===== src/rtl/ptab_ram.sv =====
// Simple dual-port synchronous RAM: one write port, one read port,
// read data registered. No dependencies.
`default_nettype none

module ptab_ram #(
  parameter int DEPTH = 256,
  parameter int WIDTH = 8
) (
  input  wire logic                     clk,
  input  wire logic                     we,
  input  wire logic [$clog2(DEPTH)-1:0] waddr,
  input  wire logic [WIDTH-1:0]         wdata,
  input  wire logic [$clog2(DEPTH)-1:0] raddr,
  output logic      [WIDTH-1:0]         rdata
);

  logic [WIDTH-1:0] mem [DEPTH];

  always_ff @(posedge clk) begin
    if (we) begin
      mem[waddr] <= wdata;
    end
  end

  always_ff @(posedge clk) begin
    rdata <= mem[raddr];
  end

endmodule

`default_nettype wire


===== config.mk =====
export PLATFORM = sky130hd
export DESIGN_NAME = ptab_ram
export DESIGN_NICKNAME = d
export VERILOG_FILES = /design/src/rtl/ptab_ram.sv
export SDC_FILE = /design/constraint.sdc
export NUM_CORES = 2
export LEC_CHECK = 0
export BUFFER_PORTS_ARGS = -buffer_cell sky130_fd_sc_hd__buf_2
export CAP_MARGIN = 0
export CORE_MARGIN = 8
export CORE_UTILIZATION = 30
export DETAILED_ROUTE_END_ITERATION = 8
export PLACE_DENSITY = 0.41
export RECOVER_POWER = 50
export SLEW_MARGIN = 20
export SYNTH_ARGS = -nofsm -noshare
export SYNTH_HDL_FRONTEND = slang
export SYNTH_SLANG_ARGS = --single-unit

===== constraint.sdc =====
create_clock -name clk -period 2.2 [get_ports clk]
set_input_delay 0 -clock clk [delete_from_list [all_inputs] [get_ports clk]]
set_output_delay 0 -clock clk [all_outputs]
set_load 0.02 [all_outputs]

* Word-level counts from Yosys, hierarchy flattened
Memory sizes are Yosys's and may differ from the RTL's. A register that Yosys moved wholly into a read port is not among the register bits. Cells that the tools add are included.
Word-level totals: bits in writable memories 2048, input port bits 26, word-level logic and storage cells 3, memories 1, register bits 0
Cells by class: multiplexer cells 2
Memories:
- mem | words 256, bits a word 8, rd ports 1, clocked after memory_dff 1, write ports 1, line 17 | logic [WIDTH-1:0] mem [DEPTH];
Operators with widths (count):
- $mux W1 | 2

* Depth between registers and ports, before layout
depth after elaboration 2, depth in mapped cells 11

* Worst setup path before layout
OpenSTA, ideal clock, no wires.
kind input-to-reg, start in raddr[0], end reg rdata[2], read port of mem, data arrival time 1.807 ns, stages 9, setup time 0.131 ns, slack 0.262 ns, cells stage by stage buf_6 buf_12 buf_8 buf_2 mux4_2 a22oi_1 a21oi_1 nor4_1 nor4_2
RTL lines:
- from (decl) | line 13 | input wire logic [$clog2(DEPTH)-1:0] raddr,
- to (decl) | line 14 | output logic [WIDTH-1:0] rdata

==> results.ini <==
[routing]
drt-initial-drc-count=3617
drt_first_pass_iters=7
vias=41000
via_per_inst=4.93
drcViolationCount=0
finalWirelength_mm=240
drtAntennaViolNets=0
wl_per_cell_um=28.8

[final_layout]
final_cell_mix=edfxtp_1, buf_4, mux4_2, nor2_1, clkbuf_16
drive_gt1_share_pct=35.6
area_delta_synth_final_pct=23.0
final_common_cell=edfxtp_1
fin_nets=4627
layout.cells.non_filler=8332

[pwr]
p_int_uw=66800
pwr-share-comb_pct=5.9
power_leakage_uw=0.0316
p_per_area_mw_per_mm2=875
finalPower_uw=85600
peakVddDrop_uv=782
p_clk_share_pct=43.5
switching_power_uw=18800
switching_share_pct=22.0
seqPwrFrac_pct=50.6

[die]
core_mm2=0.264
initial_core_util_pct=30.1
ios=34
num_rows=189
die_height_um=531
die_x_um=531
die-area_mm2=0.282

[clock_tree]
clock_path_buffers=3
clock_sinks=2056
clk_latency_ps=850
clkTransAtPathRegs_ps=60
ctsHtreeMaxLevel=4
cts_tree=done
cts_root_buf=clkbuf_16
cts_setup_buffers=0
cts_buffers=226

[sta]
finalHoldViolCount=0
fin_setup_tns_ps=-452
finClkSkew_ps=42.0
worst_pin_slew_ps=2280
finalWorstSetupSlack_ps=-99.3
whs_ps=141
slew_violations=308
rsz0062_at_grt=yes
finalCritPeriodShare_pct=105
slew_headroom_pct=-52.1
layout_min_cycle_time_ps=2300
finalSetupViolations=7
fmax_mhz=435

[place]
pre_cts_slack_ps=-1130
gp_routability_congestion=0.793
place_inst=7888
dp_hpwl_mm=159
place.port_buffers=33

[synthesis]
synth_nets=3759
synthTopCellsByArea=edfxtp_1, mux4_2, mux2i_1, nor2_1, a22oi_1
ys.flop_type=edfxtp_1
syn_avg_cell_area_um2=21.3
synth.distinct_cells=55
async_flop_share_pct=0
synth.top_cell.area_share_pct=77.3
ys_seq_area_share_pct=77.5
synth.cell_area_mm2=0.0796
ys_ff_latch=2056
synth_top_area_cell=edfxtp_1
synthCells=3733
ys_warn_count=0
synth_edf_count=2048

[global_routing]
grt_pass1_wl_mm=339
grt_busiest_layer=met2
grt_use_met2_pct=27.6
grt_pass1_vias=42700
use_met3_pct=2.11
track_usage_pct=16.8
grt_util_met1_pct=24.1
grt-ovfl-total=0
antenna_found_initial=19
grt_max_degree=79

[worst_setup_path]
cp-end-kind=flop
start_kind=flop
critPathKind=reg -> reg
crit_fanout=2
critPathArrivalTime_ps=3060
critical_path_required_ps=2960

[worst_hold_path]
hold_path_class=in -> reg

[run]
cap_violations=5

[outcome]
status=finished with violations
violations=max-capacitance violations, max-slew violations, negative setup slack

final timing paths:
check,depth (start not counted),from,endpoint,slack (ps)
worst min-delay path,6,waddr[4],mem[41][6]$_DFFE_PP_,140
worst max-delay path,8,mem[124][0]$_DFFE_PP_,rdata[0]$_DFF_P_,-100
worst max register to register,8,mem[124][0]$_DFFE_PP_,rdata[0]$_DFF_P_,-100
worst min register to register,5,mem[63][5]$_DFFE_PP_,rdata[5]$_DFF_P_,1000
registers in the layout, indices dropped and copies added, names as in the netlist:
name and flops:
mem 2048, rdata 8
cell usage after synthesis (10+ instances only):
cell,instances
o211ai_1,10
buf_8,13
a211oi_1,16
nand4_1,10
clkbuf_1,111
mux4_2,454
mux2i_1,134
nor3_1,22
a21oi_1,96
nor2_1,282
buf_1,22
a22oi_1,133
buf_6,21
nor4_1,24
o22ai_1,28
o221ai_1,46
nor2b_1,31
o21ai_0,10
a221oi_1,13
nand2_1,33
nand3_1,34
edfxtp_1,2048
buf_2,31
buf_4,27
timing repair:
action,4_1_cts,5_1_grt
setup endpoints to repair,8,16
pin swaps,21,15
cloned,0,0
gates resized for setup,65,28
hold buffers,21,0
hold endpoints to repair,2311,0
per-layer routing:
| metal | vias up | part of all wire (%) |
|---|---|---|
| li1 | 17500 | - |
| met1 | 22300 | 46 |
| met2 | 918 | 48 |
| met3 | 282 | 4.0 |
| met4 | 0 | 1.9 |
| met5 | - | 0 |
through the flow:
| stage | cell area (um^2) | util [%] |
|---|---|---|
| after floorplan | 79600 | - |
| after global placement | 90200 | 34.1 |
| after detailed placement | 90200 | 34.1 |
| after CTS | 98100 | 37.1 |
| after global routing | 97800 | 37.0 |
| final | 97900 | 37.0 |
worst max-delay path, stage by stage (launching register included):
cell      delay [ps]
edfxtp_1         320
mux2i_1           60
buf_4            140
o221ai_1         500
o211ai_1         210
a21oi_2          420
nor4_4           140
buf_4            190
nor4_2           240
cell families (layout without fill, tap and decap cells):
kind of cell,count (synthesis),in the layout,share of synthesized area [%]
buffers and inverters,235,1297,1.83
multiplexers,591,591,14.6
AO/OA/AOI/OAI,385,385,3.42
AND/OR/NAND/NOR,466,466,2.63
other,0,4,0
flip-flops,2056,2056,77.5
power groups by stage:
stage	clock network [uW]	logic, uW	registers [uW]
after floorplan	0	2100	44100
after global placement	0	5100	44100
after detailed placement	0	5110	44100
after CTS	38400	5270	43300
after global routing	39700	5380	43300
final	37200	5070	43300
cell type report:
type	count	area (um^2)
repair buffers	873	7410
diodes	4	10.0
inverters	2	7.51
clock inverters	136	1340
flip-flops and latches	2056	61700
fillers	24500	167000
clock buffers	286	5960
well taps	3533	4420
multi-input cells	1442	17000
(Power assumes the default switching activity.)
